===== config.mk =====
export PLATFORM = sky130hd
export DESIGN_NAME = weighted_random_pick_with_pools
export DESIGN_NICKNAME = d
export VERILOG_FILES = /design/src/rtl/wrp_pkg.sv /design/src/rtl/wrp_store.sv /design/src/rtl/wrp_dp.sv /design/src/rtl/weighted_random_pick_with_pools.sv
export SDC_FILE = /design/constraint.sdc
export NUM_CORES = 2
export LEC_CHECK = 0
export ABC_AREA = 1
export ABC_CLOCK_PERIOD_IN_PS = 8000
export BUFFER_PORTS_ARGS = -buffer_cell sky130_fd_sc_hd__buf_2
export CORE_ASPECT_RATIO = 1.75
export CORE_MARGIN = 4
export CORE_UTILIZATION = 45
export DETAILED_ROUTE_END_ITERATION = 10
export PLACE_DENSITY_LB_ADDON = 0.05
export SYNTH_ARGS = -nofsm -noshare
export SYNTH_HDL_FRONTEND = slang
export SYNTH_SLANG_ARGS = --single-unit

===== constraint.sdc =====
create_clock -name clk -period 8 [get_ports clk]
set_input_delay 0.8 -clock clk [delete_from_list [all_inputs] [get_ports clk]]
set_output_delay 0.8 -clock clk [all_outputs]
set_load 0.05 [all_outputs]

===== src/rtl/wrp_pkg.sv =====
// shared types and constants for the weighted random pick block
package wrp_pkg;

  localparam int ENTRIES    = 64;
  localparam int IDX_W      = $clog2(ENTRIES);
  localparam int CNT_W      = IDX_W + 1;
  localparam int WEIGHT_W   = 16;
  localparam int POOL_W     = 8;
  localparam int EFF_W      = WEIGHT_W + POOL_W;
  localparam int SUM_W      = EFF_W + IDX_W;
  localparam int RAND_W     = 16;
  localparam int PROD_W     = RAND_W + SUM_W;
  localparam int ACT_W      = 2;
  localparam int IN_IDX_W   = 6;
  localparam int OUT_IDX_W  = 6;
  localparam int OUT_TOT_W  = 30;
  localparam int NUSE_W     = 7;
  localparam int CFG_IDX_W  = 3;
  localparam int CFG_DATA_W = 7;

  localparam logic [WEIGHT_W-1:0] ONE_Q88 = WEIGHT_W'(256);

  typedef enum logic [ACT_W-1:0] {
    ACT_WRITE = 2'd0,
    ACT_PICK  = 2'd1,
    ACT_CLEAR = 2'd2
  } act_t;

  typedef enum logic [CFG_IDX_W-1:0] {
    REG_USE_WEIGHT    = 3'd0,
    REG_USE_POOL      = 3'd1,
    REG_SCALE_BY_POOL = 3'd2,
    REG_ALLOW_REPEAT  = 3'd3,
    REG_ENTRIES       = 3'd4
  } cfg_reg_t;

  typedef struct packed {
    logic [WEIGHT_W-1:0] weight;
    logic [POOL_W-1:0]   pool;
    logic                blocked;
  } entry_t;

  typedef struct packed {
    logic use_weight;
    logic use_pool;
    logic scale_by_pool;
    logic allow_repeat;
  } cfg_t;

  typedef struct packed {
    logic             wr_en;
    logic [IDX_W-1:0] wr_addr;
    entry_t           wr_data;
    logic [IDX_W-1:0] rd_addr;
    logic             mark_set;
    logic             mark_clr;
  } store_req_t;

  typedef struct packed {
    logic shift;
    logic acc_add;
    logic acc_clr;
    logic ld_total;
    logic ld_thr;
  } dp_ctl_t;

endpackage


===== src/rtl/wrp_store.sv =====
// entry table memory with per-entry valid flags and picked marks
module wrp_store (
  input  logic                 clk,
  input  logic                 rst_n,
  input  wrp_pkg::store_req_t  req,
  output wrp_pkg::entry_t      rd_ent,
  output logic                 rd_mark
);
  import wrp_pkg::*;

  entry_t             mem [ENTRIES];
  logic [ENTRIES-1:0] valid_r;
  logic [ENTRIES-1:0] marks_r;
  entry_t             rd_data_r;
  logic               rd_valid_r;
  logic               rd_mark_r;

  always_ff @(posedge clk) begin
    if (req.wr_en) begin
      mem[req.wr_addr] <= req.wr_data;
    end
    rd_data_r <= mem[req.rd_addr];
  end

  always_ff @(posedge clk) begin
    if (!rst_n) begin
      valid_r    <= '0;
      marks_r    <= '0;
      rd_valid_r <= 1'b0;
      rd_mark_r  <= 1'b0;
    end else begin
      if (req.wr_en) begin
        valid_r[req.wr_addr] <= 1'b1;
      end
      if (req.mark_clr) begin
        marks_r <= '0;
      end else if (req.mark_set) begin
        marks_r[req.wr_addr] <= 1'b1;
      end
      rd_valid_r <= valid_r[req.rd_addr];
      rd_mark_r  <= marks_r[req.rd_addr];
    end
  end

  assign rd_ent  = rd_valid_r ? rd_data_r : '0;
  assign rd_mark = rd_mark_r;

endmodule


===== src/rtl/wrp_dp.sv =====
// effective weight stage, shared accumulator, target threshold and compare
module wrp_dp (
  input  logic                        clk,
  input  wrp_pkg::cfg_t               cfg,
  input  wrp_pkg::dp_ctl_t            ctl,
  input  wrp_pkg::entry_t             rd_ent,
  input  logic                        rd_mark,
  input  logic [wrp_pkg::RAND_W-1:0]  rand_val,
  output wrp_pkg::entry_t             stage_ent,
  output logic [wrp_pkg::SUM_W-1:0]   total,
  output logic                        total_zero,
  output logic                        hit
);
  import wrp_pkg::*;

  logic [EFF_W-1:0]  eff;
  logic [EFF_W-1:0]  eff_r;
  entry_t            ent_r;
  logic [SUM_W-1:0]  acc_r;
  logic [SUM_W-1:0]  total_r;
  logic [SUM_W-1:0]  thr_r;
  logic [SUM_W-1:0]  run_nxt;
  logic [PROD_W-1:0] prod;

  always_comb begin
    logic [WEIGHT_W-1:0] base;
    base = cfg.use_weight ? rd_ent.weight : ONE_Q88;
    eff  = EFF_W'(base);
    if (cfg.use_pool) begin
      if (rd_ent.pool == '0) begin
        eff = '0;
      end else if (cfg.scale_by_pool) begin
        eff = EFF_W'(base) * EFF_W'(rd_ent.pool);
      end
    end
    if (rd_ent.blocked || (!cfg.allow_repeat && rd_mark)) begin
      eff = '0;
    end
  end

  assign run_nxt = acc_r + SUM_W'(eff_r);
  assign prod    = PROD_W'(rand_val) * PROD_W'(total_r);

  always_ff @(posedge clk) begin
    if (ctl.shift) begin
      eff_r <= eff;
      ent_r <= rd_ent;
    end
    if (ctl.ld_total) begin
      total_r <= acc_r;
    end
    if (ctl.acc_clr) begin
      acc_r <= '0;
    end else if (ctl.acc_add) begin
      acc_r <= run_nxt;
    end
    if (ctl.ld_thr) begin
      thr_r <= prod[PROD_W-1:RAND_W];
    end
  end

  // target is thr + 1, so reaching it means exceeding thr
  assign hit        = run_nxt > thr_r;
  assign stage_ent  = ent_r;
  assign total      = total_r;
  assign total_zero = total_r == '0;

endmodule


===== src/rtl/weighted_random_pick_with_pools.sv =====
// top level: sequencer for table writes, mark clears and roulette wheel picks
//
//   channel | ports                                          | handshake
//   --------+------------------------------------------------+---------------------------
//   input   | in_action .. in_random_value                   | start high, busy low
//   result  | out_chosen, out_chosen_index, out_total_weight | out_valid, one cycle
//   config  | cfg_index, cfg_data                            | cfg_we, written at once
//
// a write, a mark clear or an unused action gives its result the cycle after start.
// a pick makes one pass of the table memory to sum weights over the n entries in use,
// then a multiply state, then a scan pass that stops at the winner.
// the table memory has a single read port; busy is high meanwhile.
// reset clears the table valid flags and marks at once, with no clearing pass.
// the receiver cannot stall: each result is shown for exactly one cycle.
module weighted_random_pick_with_pools (
  input  logic                             clk,
  input  logic                             rst_n,
  input  logic                             start,
  output logic                             busy,
  input  logic [wrp_pkg::ACT_W-1:0]        in_action,
  input  logic [wrp_pkg::IN_IDX_W-1:0]     in_entry_index,
  input  logic [wrp_pkg::WEIGHT_W-1:0]     in_weight_value,
  input  logic [wrp_pkg::POOL_W-1:0]       in_pool_count,
  input  logic                             in_blocked,
  input  logic [wrp_pkg::RAND_W-1:0]       in_random_value,
  output logic                             out_valid,
  output logic                             out_chosen,
  output logic [wrp_pkg::OUT_IDX_W-1:0]    out_chosen_index,
  output logic [wrp_pkg::OUT_TOT_W-1:0]    out_total_weight,
  input  logic                             cfg_we,
  input  logic [wrp_pkg::CFG_IDX_W-1:0]    cfg_index,
  input  logic [wrp_pkg::CFG_DATA_W-1:0]   cfg_data
);
  import wrp_pkg::*;

  typedef enum logic [2:0] {
    ST_IDLE,
    ST_SUM,
    ST_MUL,
    ST_SCAN,
    ST_COMMIT
  } state_t;

  localparam int CMP_W = (SUM_W > OUT_TOT_W) ? SUM_W : OUT_TOT_W;
  localparam logic [OUT_TOT_W-1:0] TOT_MAX = '1;

  state_t                 state_r;
  cfg_t                   cfg_r;
  logic [NUSE_W-1:0]      cfg_entries_r;
  logic [CNT_W-1:0]       n_r;
  logic [CNT_W-1:0]       iss_r;
  logic [IDX_W-1:0]       idx1_r;
  logic [IDX_W-1:0]       idx2_r;
  logic                   v1_r;
  logic                   v2_r;
  logic [RAND_W-1:0]      rand_r;
  logic                   out_valid_r;
  logic                   out_chosen_r;
  logic [OUT_IDX_W-1:0]   out_index_r;
  logic [OUT_TOT_W-1:0]   out_total_r;

  logic                   accept;
  logic                   pick_go;
  logic                   scan_hit;
  logic                   issue;
  logic                   sum_done;
  logic [CNT_W-1:0]       n_clamp;
  logic [CMP_W-1:0]       tot_ext;
  logic [OUT_TOT_W-1:0]   tot_sat;
  store_req_t             sreq;
  dp_ctl_t                dctl;
  entry_t                 rd_ent;
  logic                   rd_mark;
  entry_t                 stage_ent;
  logic [SUM_W-1:0]       total;
  logic                   total_zero;
  logic                   hit;

  assign accept   = start && (state_r == ST_IDLE);
  assign pick_go  = accept && (in_action == ACT_PICK);
  assign scan_hit = (state_r == ST_SCAN) && v2_r && hit;
  assign issue    = ((state_r == ST_SUM) || ((state_r == ST_SCAN) && !scan_hit))
                    && (iss_r < n_r);
  assign sum_done = (state_r == ST_SUM) && !issue && !v1_r && !v2_r;
  assign n_clamp  = (int'(cfg_entries_r) > ENTRIES) ? CNT_W'(ENTRIES)
                                                    : CNT_W'(cfg_entries_r);
  assign tot_ext  = CMP_W'(total);
  assign tot_sat  = (tot_ext > CMP_W'(TOT_MAX)) ? TOT_MAX : OUT_TOT_W'(tot_ext);

  always_comb begin
    sreq          = '0;
    sreq.rd_addr  = iss_r[IDX_W-1:0];
    sreq.mark_clr = accept && (in_action == ACT_CLEAR);
    if (state_r == ST_COMMIT) begin
      sreq.wr_addr      = idx2_r;
      sreq.wr_data      = stage_ent;
      sreq.wr_data.pool = stage_ent.pool - POOL_W'(1);
      sreq.wr_en        = cfg_r.use_pool && (stage_ent.pool != '0);
      sreq.mark_set     = !cfg_r.allow_repeat;
    end else begin
      sreq.wr_addr              = IDX_W'(in_entry_index);
      sreq.wr_data.weight       = in_weight_value;
      sreq.wr_data.pool         = in_pool_count;
      sreq.wr_data.blocked      = in_blocked;
      sreq.wr_en                = accept && (in_action == ACT_WRITE)
                                  && (int'(in_entry_index) < ENTRIES);
    end
  end

  always_comb begin
    dctl          = '0;
    dctl.shift    = ((state_r == ST_SUM) || (state_r == ST_SCAN)) && !scan_hit;
    dctl.acc_add  = v2_r && ((state_r == ST_SUM) || (state_r == ST_SCAN));
    dctl.ld_total = sum_done;
    dctl.acc_clr  = pick_go || sum_done;
    dctl.ld_thr   = state_r == ST_MUL;
  end

  wrp_store u_store (
    .clk     (clk),
    .rst_n   (rst_n),
    .req     (sreq),
    .rd_ent  (rd_ent),
    .rd_mark (rd_mark)
  );

  wrp_dp u_dp (
    .clk        (clk),
    .cfg        (cfg_r),
    .ctl        (dctl),
    .rd_ent     (rd_ent),
    .rd_mark    (rd_mark),
    .rand_val   (rand_r),
    .stage_ent  (stage_ent),
    .total      (total),
    .total_zero (total_zero),
    .hit        (hit)
  );

  always_ff @(posedge clk) begin
    if (!rst_n) begin
      state_r             <= ST_IDLE;
      cfg_r.use_weight    <= 1'b1;
      cfg_r.use_pool      <= 1'b0;
      cfg_r.scale_by_pool <= 1'b0;
      cfg_r.allow_repeat  <= 1'b0;
      cfg_entries_r       <= NUSE_W'(64);
      iss_r               <= '0;
      v1_r                <= 1'b0;
      v2_r                <= 1'b0;
      out_valid_r         <= 1'b0;
    end else begin
      out_valid_r <= (accept && (in_action != ACT_PICK))
                     || ((state_r == ST_MUL) && total_zero)
                     || (state_r == ST_COMMIT);
      if (cfg_we) begin
        unique case (cfg_reg_t'(cfg_index))
          REG_USE_WEIGHT:    cfg_r.use_weight    <= cfg_data[0];
          REG_USE_POOL:      cfg_r.use_pool      <= cfg_data[0];
          REG_SCALE_BY_POOL: cfg_r.scale_by_pool <= cfg_data[0];
          REG_ALLOW_REPEAT:  cfg_r.allow_repeat  <= cfg_data[0];
          REG_ENTRIES:       cfg_entries_r       <= NUSE_W'(cfg_data);
          default: ;
        endcase
      end
      v1_r <= issue;
      v2_r <= dctl.shift ? v1_r : 1'b0;
      if (issue) begin
        iss_r <= iss_r + CNT_W'(1);
      end
      if (dctl.shift) begin
        idx2_r <= idx1_r;
      end
      idx1_r <= iss_r[IDX_W-1:0];
      unique case (state_r)
        ST_IDLE: begin
          if (accept) begin
            rand_r <= in_random_value;
            n_r    <= n_clamp;
            iss_r  <= '0;
            if (in_action == ACT_PICK) begin
              state_r <= ST_SUM;
            end else begin
              out_chosen_r <= 1'b0;
              out_index_r  <= '0;
              out_total_r  <= '0;
            end
          end
        end
        ST_SUM: begin
          if (sum_done) begin
            iss_r   <= '0;
            state_r <= ST_MUL;
          end
        end
        ST_MUL: begin
          if (total_zero) begin
            out_chosen_r <= 1'b0;
            out_index_r  <= '0;
            out_total_r  <= '0;
            state_r      <= ST_IDLE;
          end else begin
            state_r <= ST_SCAN;
          end
        end
        ST_SCAN: begin
          if (scan_hit) begin
            state_r <= ST_COMMIT;
          end
        end
        ST_COMMIT: begin
          out_chosen_r <= 1'b1;
          out_index_r  <= OUT_IDX_W'(idx2_r);
          out_total_r  <= tot_sat;
          state_r      <= ST_IDLE;
        end
        default: state_r <= ST_IDLE;
      endcase
    end
  end

  assign busy             = state_r != ST_IDLE;
  assign out_valid        = out_valid_r;
  assign out_chosen       = out_chosen_r;
  assign out_chosen_index = out_index_r;
  assign out_total_weight = out_total_r;

`ifndef NO_ASSERTIONS
  a_accept_progress: assert property (@(posedge clk) disable iff (!rst_n)
    start && !busy |=> out_valid || busy)
    else $error("accepted item neither finished nor in progress");

  a_result_when_idle: assert property (@(posedge clk) disable iff (!rst_n)
    out_valid |-> !busy)
    else $error("result shown while still busy");

  a_chosen_total: assert property (@(posedge clk) disable iff (!rst_n)
    out_valid && out_chosen |-> out_total_weight != '0)
    else $error("pick reported with zero total");

  a_hit_commit: assert property (@(posedge clk) disable iff (!rst_n)
    scan_hit |=> state_r == ST_COMMIT && $past(idx2_r) == idx2_r)
    else $error("winner not held into commit");

  a_scan_finds: assert property (@(posedge clk) disable iff (!rst_n)
    state_r == ST_SCAN && !issue && !v1_r && !v2_r |-> 1'b0)
    else $error("scan ran out of entries without a winner");
`endif

endmodule

# Yosys cells after proc, flatten, opt, wreduce, memory -nomap -nowiden
# Memory sizes are Yosys's and may differ from the RTL's. A register that Yosys moved wholly into a read port is not among the register bits.
# Index checks and enable logic that the tools add are counted.
# op_classes
n_mul	2
magnitude_cmp	7
muxes	38
add_sub_neg	3
bitwise	5
eq_ne	17
reduce_logical	48
# ops
operator	n
$or 64x64->64	2
$mux 30	4
$pmux 30 s3	1
$mux 16	4
$mul 16x30->46	1
$mux 32	1
$add 30x24->30	1
$gt 30x30->1	1
$gt 30x30->1 const B	1
$logic_not 30->1	1
$mux 25	1
$mul 16x8->24	1
$mux 7	3
$logic_and 1x1->1	18
$mux 6	3
$pmux 6 s3	1
$lt 6x7->1 const B	2
$pmux 7 s2	1
$bmux 1 s6	2
$eq 3x2->1 const B	4
$mux 3	4
$pmux 3 s4	1
$reduce_and 2->1	6
$mux 1	9
27 further kinds	47
# word_totals
elab_cells	150
reg_bits	365
n_memories	1
mem_bits_rw	1600
output_inout_bits	39
# memory_table
memory	depth	width	rd	rd_clocked_by_memory_dff	wr	line_no	rtl
u_store.mem	64	25	1	1	1	wrp_store.sv:11	entry_t mem [ENTRIES];

# Logic depth before layout (Yosys ltp)
# depth
word_depth	13
ltp_mapped	27
ltp_nobuf	26

# Modules after synthesis
# A second synthesis with hierarchy kept.
# unflattened
hier_cells	10298
area_unflattened_um2	102708.5
# modules_own_cells
mod	seq_area_each_um2	instances	cells_each	area_per_inst_um2
wrp_store	51149.1	1	6220	70764.1
wrp_dp	3873.7	1	3596	27548.9
weighted_random_pick_with_pools	2642.5	1	482	4395.5

# Least setup slack after synthesis
# OpenSTA, ideal clock, no wires.
# synth_path
path_kind	register -> register
startpoint	reg rand_r[1]
endpoint	reg u_dp.thr_r[24], data pin
n_path_buf	2
arrival_time_ps	5404
slack_ps	2344
stages_incl_launch_ff	27
period_less_slack_ps	5656
setup_ps	252
path_cell_list	edfxtp_1 clkbuf_1 clkbuf_1 nand2_1 fa_1 inv_1 fa_1 inv_1 fa_1 inv_1 fa_1 fa_1 inv_1 fa_1 inv_1 ha_1 nand2_1 nor2_1 inv_1 nor2_1 inv_1 nor2_1 nor2_1 nand2_1 nand2_1 nand3_1 nand2_1
# synth_between
elab_chain_len	1
# synth_rtl
item	line_no	rtl
from (decl)	weighted_random_pick_with_pools.sv:56	logic [RAND_W-1:0] rand_r;
from (signal assigned)	weighted_random_pick_with_pools.sv:178	rand_r <= in_random_value;
$mul 16x30->46	wrp_dp.sv:42	assign prod = PROD_W'(rand_val) * PROD_W'(total_r);
net u_dp.prod[40]	wrp_dp.sv:23	logic [PROD_W-1:0] prod;
to (signal assigned)	wrp_dp.sv:58	thr_r <= prod[PROD_W-1:RAND_W];
to (decl)	wrp_dp.sv:21	logic [SUM_W-1:0] thr_r;
# The timed path passes the listed nets, and every way through them passes these cells.
# A chain may end at the register's enable or synchronous reset.

# Worst setup path in the final report
# layout_path
startpoint	reg rand_r[4]
endpoint	reg u_dp.thr_r[16], data pin
# Same word-level chain as after synthesis.

==> flow_metrics.env <==
export IMPL_place_ws_ps=1145
export IMPL_whs_endpoint="rand_r[14]"
export IMPL_start_kind="flip-flop"
export IMPL_dr_total_vias=70863
export IMPL_ff2ff_path_depth=23
export IMPL_hold_depth=1
export IMPL_ant_nets=0
export IMPL_p_int_mw=19.98
export IMPL_cts_path_max_buffers=4
export IMPL_wl_per_cell_um=27.48
export IMPL_power_frac_comb_pct=34.2
export IMPL_ys_warnings_count=0
export IMPL_cts_made_buffers=193
export IMPL_path_max_fanout=22
export IMPL_coreArea_mm2=0.2208
export IMPL_drt_iter0_markers=5835
export IMPL_grt_overflow=0
export IMPL_swShare_pct=36.92
export IMPL_synth_edf_count=1781
export IMPL_port_buffers=101
export IMPL_antenna_found_initial=16
export IMPL_clk_pin_slew_ps=70
export IMPL_die_h_um=631.9
export IMPL_cts_tree="done"
export IMPL_leakagePower_nw=42.56
export IMPL_ys_ff_latch=1990
export IMPL_fillers=20298
export IMPL_crit_slowest_cell="edfxtp_1"
export IMPL_cp_end_kind="flip-flop"
export IMPL_hp_class="in2reg"
export IMPL_worstReg2RegStart="rand_r[4]"
export IMPL_clock_latency_ps=870
export IMPL_async_reset_ff_share_pct=0
export IMPL_initial_core_util_pct=45.33
export IMPL_track_usage_pct=29.51
export IMPL_clock_skew_ps=77.51
export IMPL_dpl_cell_area_mm2=0.1036
export IMPL_io_pins=102
export IMPL_hold_viol_final=0
export IMPL_power_frac_seq_pct=37.3
export IMPL_p_sw_mw=11.69
export IMPL_path_buf_inv=7
export IMPL_grt_pass1_vias=71381
export IMPL_synth_top_area_cell="edfxtp_1"
export IMPL_yosys_top_cells_count="edfxtp_1 (1781), nand2_1 (1415), nor2_1 (1357)"
export IMPL_syn_num_nets=10264
export IMPL_worstReg2RegEnd="u_dp.thr_r[16]"
export IMPL_final_nets=10199
export IMPL_rrSetupSlack_ps=1090
export IMPL_crit_chain="buf_4 > nand2_1 > fa_1 > inv_1 > fa_1 > inv_1 > fa_1 > inv_1 > fa_1 > fa_1 > inv_1 > fa_1 > inv_1 > ha_1 > nand2_1 > nor2_1 > inv_1 > nor3_1 > nand2_1 > nand2_1 > nand3_1 > nand2_1 > xor2_1"
export IMPL_fp_dieArea_mm2=0.2304
export IMPL_die_x_um=364.5
export IMPL_tightest_slew_ps=1326
export IMPL_syn_instance_count=9505
export IMPL_drt_wl_total_um=343000
export IMPL_drt_first_pass_iters=7
export IMPL_hold_buffers=0
export IMPL_grt_pass1_wl_um=493500
export IMPL_netlist_area_leader_share_pct=53.43
export IMPL_yosysMostFrequentCell="edfxtp_1"
export IMPL_fin_crit_ps=6908
export IMPL_cap_violations=0
export IMPL_htree_levels=4
export IMPL_max_freq_mhz=144.8
export IMPL_hpwl_um=223100
export IMPL_status="finished clean"
export IMPL_critPathTopFamily="adder cells"
export IMPL_grt_setup_unrepaired="false"
export IMPL_seq_area_frac_synth_pct=57.61
export IMPL_drc=0
export IMPL_syn_area_mm2=0.1001
export IMPL_drive_gt1_share_pct=6.703
export IMPL_power_density_mw_per_mm2=288.9
export IMPL_synthDistinctLibCells=48
export IMPL_setup_ws_ps=1092
export IMPL_period_share_pct=86.35
export IMPL_setup_viol=0
export IMPL_hp_start="in_random_value[14]"
export IMPL_synthTopCellsByArea="edfxtp_1 (53%), fa_1 (9.5%), nand2_1 (5.3%)"
export IMPL_clock_sinks=1990
export IMPL_power_share_clock_pct=28.4
export IMPL_post_cts_setup_buffers=0
export IMPL_gp_congestion=0.9326
export IMPL_ys_flop_type="edfxtp_1"
export IMPL_cts_resized=0
export IMPL_syn_to_final_growth_pct=9.536
export IMPL_setup_tns_ps=0
export IMPL_grt_max_degree=225
export IMPL_core_rowCount=228
export IMPL_worstPathRequired_ps=8570
export IMPL_viasPerCell=5.678
export IMPL_arrival_ps=7480
export IMPL_synth_area_per_cell_um2=10.53
export IMPL_criticalPathCategory="reg2reg"
export IMPL_slew_viol_final=0
export IMPL_max_slew_margin_pct=11.59
export IMPL_cpPeakStageDelay_ps=1110
export IMPL_vdd_drop_max_mv=0.5454
export IMPL_cts_root_buf="clkbuf_16"
export IMPL_finalPower_mw=31.67
export IMPL_final_area_mm2=0.1096
[worst reg2reg max path, delay by kind of cell, from the launching register on]
| family | cells | cell delay, ps |
|---|---|---|
| buffers and inverters | 7 | 710 |
| adders and majority gates | 7 | 3350 |
| DFF | 1 | 1110 |
| and+or+nand+nor | 8 | 1430 |
| xor gates and xnor gates | 1 | 60 |
[metrics by stage]
step / instances / hold WS [ps] / utilization (%)
floorplan: 9505 / 400.3 / -
global placement: 12120 / 402.2 / 46.91
detailed placement: 12120 / 405.4 / 46.91
CTS: 12468 / 99.75 / 49.64
global route: 12471 / 134.8 / 49.65
finish: 12481 / 160.8 / 49.66
[state kept, by name (all words and copies together), names as in the netlist, 3 cells and up]
register and flops:
out_chosen_index 6, iss_r 7, cfg_entries_r 7, idx2_r 6, rand_r 16, u_store.marks_r 64, cfg_r 4, idx1_r 6
u_store.valid_r 64, u_dp.acc_r 30, u_store.mem 1600, state_r 3, out_total_weight 30, n_r 7, u_store.rd_data_r 25, u_dp.total 30
u_dp.eff_r 24, u_dp.stage_ent 25, u_dp.thr_r 30
[power by group through the flow]
stage,Clock [mW],Combinational (mW),Sequential [mW]
after detailed placement,0,11.0,12.0
after floorplan,0,6.70,12.0
after global routing,9.56,12.0,11.8
after CTS,9.17,11.0,11.8
after global placement,0,11.0,12.0
final,9.00,10.8,11.8
[logic make-up (layout without fill, tap and decap cells)]
group | count (synthesis) | count (layout) | synth area share (%)
XOR/XNOR | 45 | 45 | 0.3937
AND/OR/NAND/NOR | 3210 | 3210 | 12.67
flip-flops | 1990 | 1990 | 57.61
other | 0 | 13 | 0
buffers and inverters | 1690 | 1778 | 6.570
AO/OA/AOI/OAI | 1874 | 1874 | 10.50
adder cells (fa/ha/maj) | 696 | 696 | 12.25
[how the worst max path moves through the flow]
stage / startpoint / end / slack [ps] / cells past startpoint
after floorplan: rand_r[1] / u_dp.thr_r[24] / 2340 / 26
after global placement: rand_r[4] / u_dp.thr_r[16] / 1110 / 23
after detailed placement: rand_r[4] / u_dp.thr_r[16] / 1150 / 21
after CTS: rand_r[4] / u_dp.thr_r[16] / 1080 / 21
after global routing: rand_r[4] / u_dp.thr_r[16] / 870 / 23
final: rand_r[4] / u_dp.thr_r[16] / 1090 / 23
[layout make-up]
class / count / area [µm²] / share of cell area (%)
Clock inverter: 89 / 698.2 / 0.6368
Inverter: 1161 / 4380 / 3.995
Timing Repair Buffer: 269 / 1867 / 1.703
Sequential cell: 1990 / 57680 / 52.60
Tap cell: 2875 / 3597 / 3.281
Clock buffer: 259 / 5334 / 4.865
Multi-Input combinational cell: 5825 / 36060 / 32.89
Antenna cell: 13 / 32.53 / 0.02967
[cell usage in the layout, fill, tap and decap left out, types with 7 or more instances in the layout]
master,synthesis,layout
o21bai_1,8,8
a21oi_1,403,402
bufinv_16,0,8
clkinv_1,4,35
a21o_1,18,18
fa_1,474,474
o221ai_1,112,112
clkbuf_16,0,198
nand4_1,35,35
o211ai_1,103,103
o21a_1,14,14
a31oi_1,10,7
clkbuf_1,360,46
ha_1,222,222
o22ai_1,218,218
xnor2_1,11,11
inv_6,0,8
nand3_1,347,347
xor2_1,34,34
buf_12,0,8
inv_2,48,49
o21ai_1,14,13
o21ai_0,957,952
nand2_1,1415,1397
nor2_1,1357,1353
buf_2,99,101
diode_2,0,13
nor3_1,29,29
nor4_1,8,8
buf_4,26,160
nand2_2,2,19
inv_1,1109,1103
clkbuf_8,0,15
dfxtp_1,209,205
clkinv_2,0,27
edfxtp_1,1781,1781
[layer usage]
layer  track usage [%]  up-vias  part of all wire [%]
met4             18.06        6                   7.5
met5                 0        -                 0.011
met3             2.719      712                   4.3
met2             54.09     2199                    52
li1                  -    31952                     -
met1             32.95    35994                    36
Note: power is estimated with default switching activity, not from simulation.
